===== src/rtl/ntpcal_pkg.sv =====
// ----------------------------------------------------------------------------
// ntpcal_pkg: shared types and constants for the ntp seconds to calendar block
// Holds the sequencer state type, the time constants and the month length table.
// ----------------------------------------------------------------------------
`default_nettype none

package ntpcal_pkg;

  // time constants in seconds
  localparam logic [31:0] SecsPerDay    = 32'd86400;
  localparam logic [31:0] SecsPerHour   = 32'd3600;
  localparam logic [31:0] SecsPerMinute = 32'd60;
  localparam logic [31:0] SecsCommonYr  = 32'd31536000;
  localparam logic [31:0] SecsLeapYr    = 32'd31622400;

  // epoch year and its position in the leap cycles
  localparam logic [10:0] EpochYear   = 11'd1900;
  localparam logic [1:0]  EpochMod4   = 2'd0;
  localparam logic [6:0]  EpochMod100 = 7'd0;
  localparam logic [8:0]  EpochMod400 = 9'd300;

  // quotient bit counts of the three restoring divisions, minus one
  localparam logic [3:0] DayTopBit  = 4'd8;
  localparam logic [3:0] HourTopBit = 4'd4;
  localparam logic [3:0] MinTopBit  = 4'd5;

  // widths of the packed result
  localparam int unsigned OutDataW = 48;

  typedef enum logic [2:0] {
    ST_IDLE,
    ST_YEAR,
    ST_DAY,
    ST_HOUR,
    ST_MIN,
    ST_MONTH,
    ST_FINISH
  } ntpcal_state_t;

  // days in a month, 1 is january
  function automatic logic [31:0] month_len(input logic [3:0] mon, input logic leap);
    logic [31:0] len;
    len = 32'd31;
    unique case (mon)
      4'd2:    len = leap ? 32'd29 : 32'd28;
      4'd4:    len = 32'd30;
      4'd6:    len = 32'd30;
      4'd9:    len = 32'd30;
      4'd11:   len = 32'd30;
      default: len = 32'd31;
    endcase
    return len;
  endfunction

endpackage

`default_nettype wire


===== src/rtl/ntp_seconds_to_calendar.sv =====
// ----------------------------------------------------------------------------
// ntp_seconds_to_calendar: ntp whole seconds to gregorian utc date and time
// Iterative converter built around one shared 32-bit compare and subtract unit.
// ----------------------------------------------------------------------------
// Usage:
//   A request on the s_axis channel carries the 32-bit seconds field of an ntp
//   timestamp (epoch 1900-01-01 00:00:00). One result per request leaves on
//   the m_axis channel with year, month, day of month, day of year, hour,
//   minute, second and the leap year flag.
//   Steps: one compare and subtract step per cycle. The year walk subtracts
//   one whole year per step until less than a year remains, the day, hour
//   and minute divisions yield 9, 5 and 6 quotient bits one bit per step,
//   the month walk subtracts month lengths until the day falls inside one,
//   and the result is then loaded into the output register once it is free.
//   s_axis_tready is high only while idle, so one request is in work at a
//   time and the next one is taken only after the result is loaded.
//   The output register holds a finished result until taken; a new request is
//   accepted meanwhile, and its result waits in the last step while the
//   receiver stalls.
//   Reset (rst, synchronous) drops any request in work and any held result.
// ----------------------------------------------------------------------------
`default_nettype none

module ntp_seconds_to_calendar
  import ntpcal_pkg::*;
(
  input  wire logic                clk,
  input  wire logic                rst,
  input  wire logic                s_axis_tvalid,
  output logic                     s_axis_tready,
  input  wire logic [31:0]         s_axis_tdata,   // ntp_seconds[31:0]
  output logic                     m_axis_tvalid,
  input  wire logic                m_axis_tready,
  // year[10:0], month[14:11], day_of_month[19:15], day_of_year[28:20],
  // hour[33:29], minute[39:34], second[45:40], is_leap_year[46], zero[47]
  output logic [OutDataW-1:0]      m_axis_tdata
);

  ntpcal_state_t state, state_next;

  logic [31:0] acc;
  logic [10:0] year;
  logic [1:0]  y4;
  logic [6:0]  y100;
  logic [8:0]  y400;
  logic [3:0]  k;
  logic [8:0]  day_q;
  logic [4:0]  hour_q;
  logic [5:0]  min_q;
  logic [5:0]  sec_r;
  logic [3:0]  month_r;
  logic [4:0]  dom_r;

  logic        leap;
  logic [31:0] operand;
  logic [32:0] diff;
  logic        ge;
  logic [31:0] acc_after;
  logic        out_free;
  logic [8:0]  doy;

  // gregorian leap test from the cycle counters
  assign leap = (y4 == 2'd0) && ((y100 != 7'd0) || (y400 == 9'd0));

  // operand of the shared unit
  always_comb begin
    operand = '0;
    case (state)
      ST_YEAR:  operand = leap ? SecsLeapYr : SecsCommonYr;
      ST_DAY:   operand = SecsPerDay << k;
      ST_HOUR:  operand = SecsPerHour << k;
      ST_MIN:   operand = SecsPerMinute << k;
      ST_MONTH: operand = month_len(month_r, leap);
      default:  operand = '0;
    endcase
  end

  // shared compare and subtract unit
  assign diff      = {1'b0, acc} - {1'b0, operand};
  assign ge        = !diff[32];
  assign acc_after = ge ? diff[31:0] : acc;

  assign out_free = !m_axis_tvalid || m_axis_tready;
  assign doy      = day_q + 9'd1;

  // next state
  always_comb begin
    state_next = state;
    unique case (state)
      ST_IDLE:   if (s_axis_tvalid) state_next = ST_YEAR;
      ST_YEAR:   if (!ge) state_next = ST_DAY;
      ST_DAY:    if (k == 4'd0) state_next = ST_HOUR;
      ST_HOUR:   if (k == 4'd0) state_next = ST_MIN;
      ST_MIN:    if (k == 4'd0) state_next = ST_MONTH;
      ST_MONTH:  if (!ge) state_next = ST_FINISH;
      ST_FINISH: if (out_free) state_next = ST_IDLE;
      default:   state_next = ST_IDLE;
    endcase
  end

  // handshake outputs
  always_comb begin
    s_axis_tready = (state == ST_IDLE);
  end

  // state register
  always_ff @(posedge clk) begin
    if (rst) begin
      state <= ST_IDLE;
    end else begin
      state <= state_next;
    end
  end

  // datapath registers
  always_ff @(posedge clk) begin
    case (state)
      ST_IDLE: begin
        acc     <= s_axis_tdata;
        year    <= EpochYear;
        y4      <= EpochMod4;
        y100    <= EpochMod100;
        y400    <= EpochMod400;
        k       <= DayTopBit;
        month_r <= 4'd1;
      end
      ST_YEAR: begin
        acc <= acc_after;
        if (ge) begin
          year <= year + 11'd1;
          y4   <= y4 + 2'd1;
          y100 <= (y100 == 7'd99) ? 7'd0 : y100 + 7'd1;
          y400 <= (y400 == 9'd399) ? 9'd0 : y400 + 9'd1;
        end
      end
      ST_DAY: begin
        acc   <= acc_after;
        day_q <= {day_q[7:0], ge};
        k     <= (k == 4'd0) ? HourTopBit : k - 4'd1;
      end
      ST_HOUR: begin
        acc    <= acc_after;
        hour_q <= {hour_q[3:0], ge};
        k      <= (k == 4'd0) ? MinTopBit : k - 4'd1;
      end
      ST_MIN: begin
        min_q <= {min_q[4:0], ge};
        if (k == 4'd0) begin
          // seconds are what remains; reload with day count for the month walk
          sec_r <= acc_after[5:0];
          acc   <= {23'd0, day_q};
        end else begin
          acc <= acc_after;
          k   <= k - 4'd1;
        end
      end
      ST_MONTH: begin
        acc <= acc_after;
        if (ge) begin
          month_r <= month_r + 4'd1;
        end else begin
          dom_r <= acc[4:0] + 5'd1;
        end
      end
      default: begin
      end
    endcase
  end

  // output register
  always_ff @(posedge clk) begin
    if (rst) begin
      m_axis_tvalid <= 1'b0;
    end else if (state == ST_FINISH && out_free) begin
      m_axis_tvalid <= 1'b1;
    end else if (m_axis_tready) begin
      m_axis_tvalid <= 1'b0;
    end
  end

  always_ff @(posedge clk) begin
    if (state == ST_FINISH && out_free) begin
      m_axis_tdata <= {1'b0, leap, sec_r, min_q, hour_q, doy, dom_r, month_r, year};
    end
  end

endmodule

`default_nettype wire


===== config.mk =====
export PLATFORM = sky130hd
export DESIGN_NAME = ntp_seconds_to_calendar
export DESIGN_NICKNAME = d
export VERILOG_FILES = /design/src/rtl/ntpcal_pkg.sv /design/src/rtl/ntp_seconds_to_calendar.sv
export SDC_FILE = /design/constraint.sdc
export NUM_CORES = 1
export LEC_CHECK = 0
export BUFFER_PORTS_ARGS = -buffer_cell sky130_fd_sc_hd__buf_2
export CAP_MARGIN = 20
export CORE_MARGIN = 5
export CORE_UTILIZATION = 47
export CTS_BUF_LIST = sky130_fd_sc_hd__clkbuf_8
export CTS_CLUSTER_DIAMETER = 60
export DETAILED_ROUTE_END_ITERATION = 12
export GPL_TIMING_DRIVEN = 0
export HOLD_SLACK_MARGIN = 0.03
export MAX_ROUTING_LAYER = met4
export PLACE_DENSITY = 0.65
export RECOVER_POWER = 100
export REMOVE_ABC_BUFFERS = 1
export SLEW_MARGIN = 5
export SYNTH_ARGS = -nofsm -noshare
export SYNTH_HDL_FRONTEND = slang
export SYNTH_SLANG_ARGS = --single-unit
export TNS_END_PERCENT = 30

===== constraint.sdc =====
create_clock -name clk -period 5.75 [get_ports clk]
set_input_delay 0.575 -clock clk [delete_from_list [all_inputs] [get_ports clk]]
set_output_delay 0.575 -clock clk [all_outputs]
set_load 0.01 [all_outputs]

; ---- After elaboration in Yosys (flattened, before gate mapping)
; Index checks and enable logic that the tools add are counted.
[totals]
in_bits = 36
reg_bits = 151
out_inout_bits = 50
wordCells = 107
[classes]
muxes = 33
n_eq_ne = 23
add_sub_neg = 9
n_reduce_logical = 24
n_shift = 3
[op_table]
columns = cell, count
row1 = $pmux 32 s5, 1
row2 = $pmux 32 s3, 1
row3 = $mux 32, 2
row4 = $sub 32x32->33, 1
row5 = $shl 12x4->32 const A, 1
row6 = $shl 17x4->32 const A, 1
row7 = $shl 6x4->32 const A, 1
row8 = $pmux 11 s2, 1
row9 = $mux 3, 7
row10 = $pmux 3 s7, 1
row11 = $ne 2x2->1 const B, 10
row12 = $add 9x1->9 const B, 2
row13 = $mux 18, 1
row14 = $mux 9, 2
row15 = $pmux 9 s2, 1
row16 = $mux 4, 4
row17 = $pmux 4 s4, 1
row18 = $mux 7, 2
row19 = $pmux 7 s2, 1
row20 = $add 11x1->11 const B, 1
row21 = $mux 11, 1
row22 = $reduce_and 2->1, 5
row23 = $eq 3x3->1 const B, 3
row24 = $eq 9x9->1 const B, 1
row25 = other kinds (28), 40

; ---- Logic depth before layout (Yosys ltp)
; Gate-level depths: netlist of run 1.
[logic_depth]
depth_word = 10
mapped_depth = 23
mapped_depth_nobuf = 20

; ---- Worst setup path before layout of run 1
; No wires, ideal clock.
[synth_path]
kind = reg2reg
startpoint = register state[1]
endpoint = register y100[0], enable pin
stages_incl_launch_ff = 21
arrival_ps = 5851
setup_ps = 455
synth_period_minus_slack_ps = 6306
path_slack_ps = -556
required_ps = 5295
n_path_buf = 2
path_cell_list = dfxtp_1 -> nor2b_1 -> nand2_1 -> clkinv_1 -> nor2_1 -> nand2_1 -> o21ai_0 -> a221oi_1 -> o21ai_0 -> nand2_1 -> ha_1 -> nand2_1 -> o21a_1 -> o21ai_1 -> a31oi_1 -> a211oi_2 -> o2111ai_4 -> and2_4 -> buf_6 -> clkbuf_1 -> o21ai_0
[synth_between]
elab_chain_cells = 5
elab_cells_between_ends = 11
cone_classes = 1 x add/sub / 6 x eq/ne / 1 x mux / 3 x reduce/logical
[synth_rtl]
columns = element, line_no
row1 = start: declaration, ntp_seconds_to_calendar.sv:39  ; ntpcal_state_t state, state_next;
row2 = start signal: assignment, ntp_seconds_to_calendar.sv:111  ; state <= state_next;
row3 = $eq 3x3->1 (tied with other cells), ntp_seconds_to_calendar.sv:68  ; case (state)
row4 = $pmux 32 s5, ntp_seconds_to_calendar.sv:68
row5 = $sub 32x32->33, ntp_seconds_to_calendar.sv:79  ; assign diff = {1'b0, acc} - {1'b0, operand};
row6 = $ne 2x2->1 (no line), --
row7 = $reduce_and 2->1 (no line) *, --
row8 = end signal: assignment, ntp_seconds_to_calendar.sv:122  ; y100 <= EpochMod100;
row9 = end signal: assignment, ntp_seconds_to_calendar.sv:132  ; y100 <= (y100 == 7'd99) ? 7'd0 : y100 + 7'd1;
row10 = end: declaration, ntp_seconds_to_calendar.sv:44  ; logic [6:0] y100;
; Every way passes the cells marked *; elsewhere a longest branch is shown, timed or not.
; A chain may end at the register's enable or synchronous reset.

; ---- Worst setup path after layout of run 1
[layout_path]
startpoint = register k[1]
endpoint = register acc[4] (data pin)
[layout_between]
elab_chain_cells = 6
elab_cells_between_ends = 9
cone_classes = 1 x add/sub / 3 x shift / 4 x mux / 1 x reduce/logical
[layout_rtl]
columns = element, line_no
row1 = start: declaration, ntp_seconds_to_calendar.sv:46  ; logic [3:0] k;
row2 = start signal: assignment, ntp_seconds_to_calendar.sv:124  ; k <= DayTopBit;
row3 = start signal: assignment, ntp_seconds_to_calendar.sv:139  ; k <= (k == 4'd0) ? HourTopBit : k - 4'd1;
row4 = start signal: assignment, ntp_seconds_to_calendar.sv:144  ; k <= (k == 4'd0) ? MinTopBit : k - 4'd1;
row5 = $shl 12x4->32 (tied with other cells), ntp_seconds_to_calendar.sv:71  ; ST_HOUR: operand = SecsPerHour << k;
row6 = $pmux 32 s5 *, ntp_seconds_to_calendar.sv:68
row7 = $sub 32x32->33 *, ntp_seconds_to_calendar.sv:79
row8 = $mux 32 *, ntp_seconds_to_calendar.sv:81  ; assign acc_after = ge ? diff[31:0] : acc;
row9 = named net acc_after[4], ntp_seconds_to_calendar.sv:58  ; logic [31:0] acc_after;
row10 = $mux 32, ntp_seconds_to_calendar.sv:148  ; if (k == 4'd0) begin
row11 = $pmux 32 s3 *, ntp_seconds_to_calendar.sv:117  ; case (state)
row12 = end signal: assignment, ntp_seconds_to_calendar.sv:119  ; acc <= s_axis_tdata;
row13 = end signal: assignment, ntp_seconds_to_calendar.sv:151  ; acc <= {23'd0, day_q};
row14 = end signal: assignment, ntp_seconds_to_calendar.sv:153  ; acc <= acc_after;
row15 = end: declaration, ntp_seconds_to_calendar.sv:41  ; logic [31:0] acc;
; The timed path passes the listed nets; every way through them passes the cells marked *.

==> flow_summary.ini, run 1 <==
[run_status]
run_status = completed

[setup_path]
cp.arrival_ns = 5.62
critPathRequiredTime_ns = 5.98
critPathMaxFanout = 25
crit_path_end_kind = flop
start_kind = flop
worstSetupPathType = flop to flop

[timing]
rsz0062_at_grt = no
period_share_pct = 93.7
tightest_slew_ns = 1.32
finalHoldViolations = 0
maxSlewHeadroom_pct = 12.2
finalSetupViolCount = 0
fin_crit_ns = 5.39
fin_ws_ns = 0.361
max_freq_mhz = 186
drv_slew = 0
fin_skew_ns = 0.0276

[yosys]
netlist_instances = 860
ys_ff_latch = 151
netlist_area_mm2 = 0.00893
synth_cell_types = 73
synth.avg_cell_area_um2 = 10.4
synthArstFlopShare_pct = 0
synth_enable_flop_cells = 147
yosysSeqAreaShare_pct = 50.3
yosysWarnings = 0
synth-main-ff-cell = edfxtp_1

[cells_and_area]
drive_gt1_share_pct = 10.7
insertedDiodeCount = 0
area_growth_pct = 12.3
n_fill_cell = 1693
nets = 1028

[routing]
drtIter0Drc = 433
dr.pass1.iters = 5
vias = 6895
drc = 0
routed_via_density = 5.79
ant_nets = 0
totalWireLength_um = 21300
wire_per_inst_um = 17.8

[run]
cap_violations = 0

[cts]
clockBufferDepth = 2
root_buffer = clkbuf_8
clk_latency_ns = 0.48
cts_tree = built
htreeDepth = 4
holdBufCountCts = 0
clk_pin_slew_ns = 0.09
cts.sinks = 151
numCtsBuffers = 17

[global_route]
grt-ovfl-total = 0
grt_pass1_wl_um = 34200
grt_usage_pct = 20.0
grt_max_degree = 41
grt_antenna_before_repair = 0
grt_pass1_vias = 6650

[floorplan]
rows = 50
die_x_um = 148
die_h_um = 148
start_util_pct = 47.8
io_pins = 86
coreArea_mm2 = 0.0187
dieArea_mm2 = 0.0219

[place]
hpwlAfterDp_um = 14500
io_buffers = 84
gp_congestion = 0.912
dp_slack_ns = -0.639

[power]
power.density_mw_per_mm2 = 627
p_leak_nw = 3.67
finalPower_mw = 6.29
peakVddDrop_mv = 0.247

[hold_path]
hold_path.class = primary input to flop
[Yosys cell counts, drive strengths merged, types with 4 or more instances]
master	n	area share, %
o21bai	4	0.34
a21oi	64	3.7
mux2	5	0.63
mux2i	12	1.3
or2	4	0.28
a211oi	6	0.56
nand2b	5	0.35
and3	13	0.91
nand2	91	3.8
a22oi	9	0.76
a32oi	10	0.98
clkinv	4	0.17
nor2b	9	0.63
nand4	11	0.84
edfxtp	147	49
inv	20	0.84
o31ai	9	0.76
a21o	22	1.8
o211ai	6	0.50
nor2	87	3.7
ha	47	6.6
nor3b	4	0.34
xnor2	35	3.4
buf	7	0.52
o21a	8	0.67
dfxtp	4	0.90
o21ai	59	3.3
and2	9	0.66
o22ai	9	0.63
nand3	31	1.7
xor2	21	2.1
a22o	5	0.49
a31oi	8	0.73
clkbuf	27	1.1
nor3	9	0.50
[cell type report]
type / instances / area, um2 / area share (%)
clock buffers: 17 / 234 / 2.33
well taps: 234 / 293 / 2.92
repair buffers: 97 / 489 / 4.88
flip-flops and latches: 151 / 4500 / 44.9
inverters: 24 / 98.8 / 0.985
clock inverters: 15 / 179 / 1.78
multi-input cells: 653 / 4240 / 42.2
[kinds of logic after synthesis]
| logic type | Yosys count | share of synthesized area (%) |
|---|---|---|
| adders and majority gates | 48 | 6.81 |
| buffers and inverters | 58 | 2.66 |
| AOI/OAI and AO/OA | 244 | 18.0 |
| other | 1 | 0.0420 |
| DFF | 151 | 50.3 |
| muxes | 17 | 1.97 |
| and+or+nand+nor | 285 | 14.7 |
| xor gates and xnor gates | 56 | 5.49 |
[sequential cells by signal (all words and copies together) (netlist names), 4 cells and up]
name	cells
m_axis_tdata	47
acc	32
year	11
day_q	9
y400	9
y100	7
min_q	6
sec_r	6
dom_r	5
hour_q	5
k	4
month_r	4
[per-stage QoR]
stage | area (um2) | hold slack, ns | cells | utilization [%] | TNS, ns
finish | 10000 | 0.334 | 1191 | 53.6 | 0
global route | 10000 | 0.305 | 1191 | 53.6 | 0
CTS | 10100 | 0.303 | 1187 | 54.0 | 0
detailed placement | 9660 | 0.405 | 1153 | 51.6 | -27.12
global placement | 9500 | 0.402 | 1144 | 50.8 | -195.32
floorplan | 8790 | 0.400 | 826 | - | -17.72
[repair_timing]
action,4_1_cts,5_1_grt
cloned,1,1
buffers inserted,1,1
endpoints found under the setup margin,70,65
gates resized for setup,5,6
endpoints found under the hold margin,0,0
pin swaps,1,1
[where the power goes]
| group | switching [mW] | internal, mW | leakage [nW] |
|---|---|---|---|
| sequential | 0.272 | 1.64 | 1.44 |
| clock | 0.469 | 0.403 | 0.204 |
| combinational | 2.11 | 1.40 | 2.03 |
[critical path, cell delays in order (launching register included)]
cell and delay [ns]:
edfxtp_1 0.82, inv_1 0.36, nor2_1 0.51, nor2_1 0.08, a21oi_1 0.14, o211ai_1 0.10
a21oi_1 0.26, ha_1 0.31, a21oi_1 0.28, o21bai_1 0.12, a221o_1 0.32, a31o_2 0.29
o2111ai_4 0.37, and2_4 0.43, inv_6 0.17, mux2_1 0.38, a21o_1 0.19
[layout by cell type, fill, tap and decap left out, types with 5 or more instances in the layout]
master / Yosys / layout
edfxtp_1: 147 / 147
nand2_1: 91 / 90
nor2_1: 87 / 85
a21oi_1: 62 / 62
clkbuf_1: 27 / 56
o21ai_0: 55 / 55
ha_1: 47 / 47
xnor2_1: 35 / 35
buf_2: 1 / 35
nand3_1: 31 / 31
a21o_1: 22 / 22
xor2_1: 21 / 21
inv_1: 18 / 19
clkbuf_8: 0 / 17
and3_1: 13 / 13
mux2i_1: 12 / 12
nand4_1: 10 / 10
a32oi_1: 10 / 10
nor2b_1: 9 / 9
o22ai_1: 9 / 9
nor3_1: 9 / 9
o31ai_1: 9 / 9
a22oi_1: 9 / 9
o21a_1: 8 / 8
a31oi_1: 7 / 7
inv_6: 0 / 7
o211ai_1: 6 / 6
and2_1: 8 / 6
nand2b_1: 5 / 5
a22o_1: 5 / 5
a211oi_1: 5 / 5
[final timing paths]
check / start / end / slack (ns) / cells past startpoint
hold / removal: rst / state[0] / 0.33 / 2
setup reg to reg: k[1] / acc[4] / 0.36 / 16
hold reg to reg: dom_r[1] / m_axis_tdata[16] / 0.42 / 0
setup / recovery: k[1] / acc[4] / 0.36 / 16
[routing by layer]
metal	routed length (um)	vias up	global-route usage (%)
met3	1020	38	3.40
li1	-	3401	-
met2	9960	191	32.1
met4	492	0	6.61
met1	9780	3265	26.1
met5	0	-	-
Note: power is estimated with default switching activity, not from simulation.
==> inputs of run 2 (changes only) <==
--- a/config.mk
+++ b/config.mk
@@ -15,7 +15,7 @@
 export GPL_TIMING_DRIVEN = 0
 export HOLD_SLACK_MARGIN = 0.03
 export MAX_ROUTING_LAYER = met4
-export PLACE_DENSITY = 0.65
+export PLACE_DENSITY = 0.69
 export RECOVER_POWER = 100
 export REMOVE_ABC_BUFFERS = 1
 export SLEW_MARGIN = 5
==> flow_summary.ini, run 2 (same netlist as run 1, synthesis figures left out) <==
[setup_path]
cp_slowest_cell = dfxtp_2
critPathMaxFanout = 25
cp.arrival_ns = 5.59
rr_startpoint = state[1]
worstSetupPathType = flop to flop
start_kind = flop
cpPeakStageDelay_ns = 0.47
cp_cell_sequence = nor2b_1 -> nand2_2 -> clkinv_2 -> nor2_2 -> a21oi_1 -> o31ai_1 -> nand2_1 -> o211ai_1 -> a21oi_1 -> ha_1 -> a21oi_1 -> o21bai_1 -> a221o_1 -> a31o_2 -> o2111ai_4 -> and2_4 -> inv_6 -> mux2_1 -> a21o_1
reg2reg_setup_slack_ns = 0.37
cpMostUsedCell = a21oi_1
timing.rr.end = acc[3]
critPathRequiredTime_ns = 5.97
reg2reg_depth = 19
crit_path_end_kind = flop

[hold_path]
hold_path.class = primary input to flop
whs_path_depth = 2
min_from = rst
whs_endpoint = state[0]

[timing]
tightest_slew_ns = 1.27
fin_skew_ns = 0.0208
finalSetupViolCount = 0
drv_slew = 0
finalHoldViolations = 0
fin_crit_ns = 5.38
max_freq_mhz = 186
rsz0062_at_grt = no
maxSlewHeadroom_pct = 15.1
finalSetupTns_ns = 0
period_share_pct = 93.5

[place]
postPlaceCellArea_mm2 = 0.00966
dp_cells = 1153
io_buffers = 84
hpwlAfterDp_um = 14400
gp_congestion = 0.958

[routing]
ant_nets = 0
vias = 6938
drtIter0Drc = 510
dr.pass1.iters = 5
totalWireLength_um = 21100
routed_via_density = 5.83
drc = 0
wire_per_inst_um = 17.7

[cells_and_area]
drive_gt1_share_pct = 10.4
top_register = m_axis_tdata
reg.largest.list = m_axis_tdata x47, acc x32, year x11
layout_common_cells = 147 x edfxtp_1, 90 x nand2_1, 85 x nor2_1, 62 x a21oi_1, 56 x clkbuf_1
stdcell_area_mm2 = 0.0101
insertedDiodeCount = 0
regArea_mm2 = 0.00450
final_cells = 1191
largest_reg_flops = 47
mostFrequentLayoutCell = edfxtp_1
final_util_pct = 53.9
area_growth_pct = 12.8
multi_input_area_mm2 = 0.00424
nets = 1028
n_fill_cell = 1636

[cts]
htreeDepth = 4
cts_tree = built
clockBufferDepth = 2
clk_pin_slew_ns = 0.09
root_buffer = clkbuf_8
numCtsBuffers = 17
cts.sinks = 151
clk_latency_ns = 0.47

[floorplan]
start_util_pct = 47.8
die_x_um = 148
dieArea_mm2 = 0.0219
die_h_um = 148
rows = 50
coreArea_mm2 = 0.0187
io_pins = 86

[global_route]
grt_max_degree = 41
grt_usage_pct = 19.8
grt_pass1_vias = 6576
grt_pass1_wl_um = 33600
grt-ovfl-total = 0
grt_antenna_before_repair = 0

[power]
power.density_mw_per_mm2 = 631
peakVddDrop_mv = 0.282
finalPower_mw = 6.36
p_leak_nw = 3.69

[run]
cap_violations = 0

[run_status]
run_status = completed
run 2: cell count changes in the layout (fill, tap and decap cells not counted), sizes merged:
| cell | before | now |
|---|---|---|
| clkinv | 5 | 10 |
| bufinv | 2 | 5 |
| inv | 30 | 23 |
| clkinvlp | 2 | 1 |
run 2: what timing repair did:
action / in CTS / in global routing
pin swaps: 0 / 1
resized for setup: 5 / 6
hold buffers: 0 / 0
endpoints found under the setup margin: 70 / 66
buffers inserted: 1 / 1
gates cloned: 1 / 1
run 2: worst max-delay path by stage:
stage,from,to,slack (ns),cells after the start
2_1_floorplan,state[2],y100[0],-0.61,18
3_3_place_gp,state[2],year[8],-2.73,18
3_5_place_dp,state[2],acc[3],-0.64,20
4_1_cts,state[1],acc[3],0.04,20
5_1_grt,state[1],acc[3],0.1,20
6_report,state[1],acc[3],0.37,19
run 2: worst max-delay path, delay by kind of cell, from the launching register on:
family,cells,cell delay (ns)
AND/OR/NAND/NOR,5,1.26
flip-flops,1,0.47
AO/OA/AOI/OAI,10,2.29
adder cells (fa/ha/maj),1,0.31
buffers and inverters,2,0.43
multiplexers,1,0.37
run 2: final cells by class:
type,instances,area share [%]
tap,234,2.90
clock inverter,15,2.23
timing repair buffer,97,4.85
multi-input combinational,653,42.1
sequential,151,44.6
inverter,24,0.981
clock buffer,17,2.32
run 2: stage by stage:
| stage | hold WS (ns) | worst slack (ns) |
|---|---|---|
| after floorplan | 0.400 | -0.611 |
| after global placement | 0.402 | -2.73 |
| after detailed placement | 0.405 | -0.638 |
| after CTS | 0.300 | 0.0404 |
| after global routing | 0.319 | 0.0952 |
| final | 0.329 | 0.375 |
run 2: metal layers:
| metal | up-vias | share of wire (%) | routed length [um] | track usage, % |
|---|---|---|---|---|
| met5 | - | 0 | 0 | - |
| met4 | 0 | 2.0 | 430 | 6.33 |
| met3 | 35 | 5.6 | 1170 | 3.10 |
| met2 | 252 | 48 | 10100 | 31.7 |
| met1 | 3243 | 45 | 9410 | 26.1 |
| li1 | 3408 | - | - | - |
run 2: report_power, final:
| part | switching [mW] | internal (mW) | leakage, nW |
|---|---|---|---|
| Sequential | 0.272 | 1.64 | 1.44 |
| Clock | 0.426 | 0.519 | 0.227 |
| Combinational | 2.10 | 1.39 | 2.03 |
==> inputs of run 3 (changes only) <==
==> constraint.sdc (replaced) <==
create_clock -name clk -period 4.9 [get_ports clk]
set_input_delay 0.49 -clock clk [delete_from_list [all_inputs] [get_ports clk]]
set_output_delay 0.49 -clock clk [all_outputs]
set_load 0.01 [all_outputs]
==> flow_summary.ini, run 3 (same netlist as run 1, synthesis figures left out) <==
[global_route]
grt_pass1_wl_um = 33900
grt-ovfl-total = 0
grt_pass1_vias = 6705
grt_max_degree = 41
grt_antenna_before_repair = 0
grt_usage_pct = 20.0

[timing]
fin_crit_ns = 4.70
drv_slew = 0
max_freq_mhz = 213
finalSetupViolCount = 0
fin_skew_ns = 0.0216
maxSlewHeadroom_pct = 16.5
finalHoldViolations = 0
rsz0062_at_grt = no
tightest_slew_ns = 1.25
period_share_pct = 96.0

[floorplan]
die_x_um = 148
die_h_um = 148
dieArea_mm2 = 0.0219
rows = 50
start_util_pct = 47.8
io_pins = 86
coreArea_mm2 = 0.0187

[setup_path]
crit_path_end_kind = flop
critPathRequiredTime_ns = 5.12
critPathMaxFanout = 25
cp.arrival_ns = 4.92
worstSetupPathType = flop to flop
start_kind = flop

[cts]
numCtsBuffers = 17
cts_tree = built
cts.sinks = 151
root_buffer = clkbuf_8
clockBufferDepth = 2
clk_latency_ns = 0.47
clk_pin_slew_ns = 0.09
htreeDepth = 4

[cells_and_area]
top_register = m_axis_tdata
layout_common_cells = 147 x edfxtp_1, 87 x nand2_1, 83 x nor2_1, 62 x a21oi_1, 57 x clkbuf_1
drive_gt1_share_pct = 12.9
mostFrequentLayoutCell = edfxtp_1
area_growth_pct = 15.0
reg.largest.list = m_axis_tdata x47, acc x32, year x11
nets = 1043
final_cells = 1206
largest_reg_flops = 47
insertedDiodeCount = 0

[power]
finalPower_mw = 7.60
peakVddDrop_mv = 0.310
power.density_mw_per_mm2 = 740
p_leak_nw = 3.79

[routing]
routed_via_density = 5.77
ant_nets = 0
totalWireLength_um = 21400
drc = 0
wire_per_inst_um = 17.8
vias = 6961
dr.pass1.iters = 9
drtIter0Drc = 493

[place]
dp_cells = 1153
gp_congestion = 0.958
io_buffers = 84
hpwlAfterDp_um = 14400

[run_status]
run_status = completed

[run]
cap_violations = 0

[hold_path]
hold_path.class = primary input to flop
run 3: cell types whose count changed in the layout (fill, tap and decap cells not counted), sizes merged:
cell / previous run / this run
inv: 23 / 22
clkbuf: 73 / 75
clkinvlp: 1 / 2
buf: 41 / 54
run 3: layer usage:
metal | part of all wire, % | track usage [%]
met5 | 0 | -
met4 | 2.5 | 6.97
met3 | 6.0 | 3.83
met2 | 47 | 31.7
met1 | 44 | 26.1
run 3: final timing paths:
| check | from | end | slack (ns) | cells after the start |
|---|---|---|---|---|
| setup reg to reg | k[1] | acc[3] | 0.20 | 18 |
| setup / recovery | k[1] | acc[3] | 0.20 | 18 |
| hold reg to reg | hour_q[4] | m_axis_tdata[33] | 0.42 | 0 |
| hold / removal | rst | state[0] | 0.24 | 2 |
run 3: area by class of cell:
type / count / area, um2
clock inverter: 15 / 225
fill: 1619 / 8430
inverter: 24 / 111
tap: 234 / 293
timing repair buffer: 112 / 606
multi-input combinational: 653 / 4300
clock buffer: 17 / 234
sequential: 151 / 4510
run 3: metrics by stage:
stage / cell area [um2] / setup TNS, ns / utilization (%) / setup WS (ns) / hold slack, ns
2_1_floorplan: 8790 / -72.05 / - / -1.46 / 0.400
3_3_place_gp: 9500 / -297.10 / 50.8 / -3.58 / 0.402
3_5_place_dp: 9660 / -93.44 / 51.7 / -1.49 / 0.405
4_1_cts: 10300 / 0 / 54.9 / 0.00899 / 0.214
5_1_grt: 10300 / 0 / 54.9 / 0.0279 / 0.227
6_report: 10300 / 0 / 54.9 / 0.198 / 0.239
run 3: what timing repair did:
item | 4_1_cts | 5_1_grt
buffers inserted | 11 | 6
cloned | 2 | 0
hold buffers | 0 | 0
setup endpoints to repair | 81 | 63
pin swaps | 4 | 2
resized for setup | 19 | 13
run 3: report_power, final:
part           leakage [nW]  internal [mW]  total (mW)  switching, mW
logic                  2.12           1.72        4.27           2.55
registers              1.44           1.93        2.22          0.293
clock network         0.227          0.609        1.11          0.499
run 3: critical path: stages (launching register included):
cell and delay, ns:
edfxtp_1 0.57, inv_1 0.35, nand2_1 0.19, o21ai_1 0.25, nand2_1 0.11, o31ai_1 0.09, nand2_1 0.09, o211ai_1 0.10
a21oi_1 0.14, ha_1 0.35, a21oi_1 0.27, o21bai_1 0.13, a221o_1 0.31, a31o_2 0.29, o2111ai_4 0.27, and2_4 0.29
inv_8 0.12, mux2_1 0.35, a21o_1 0.19
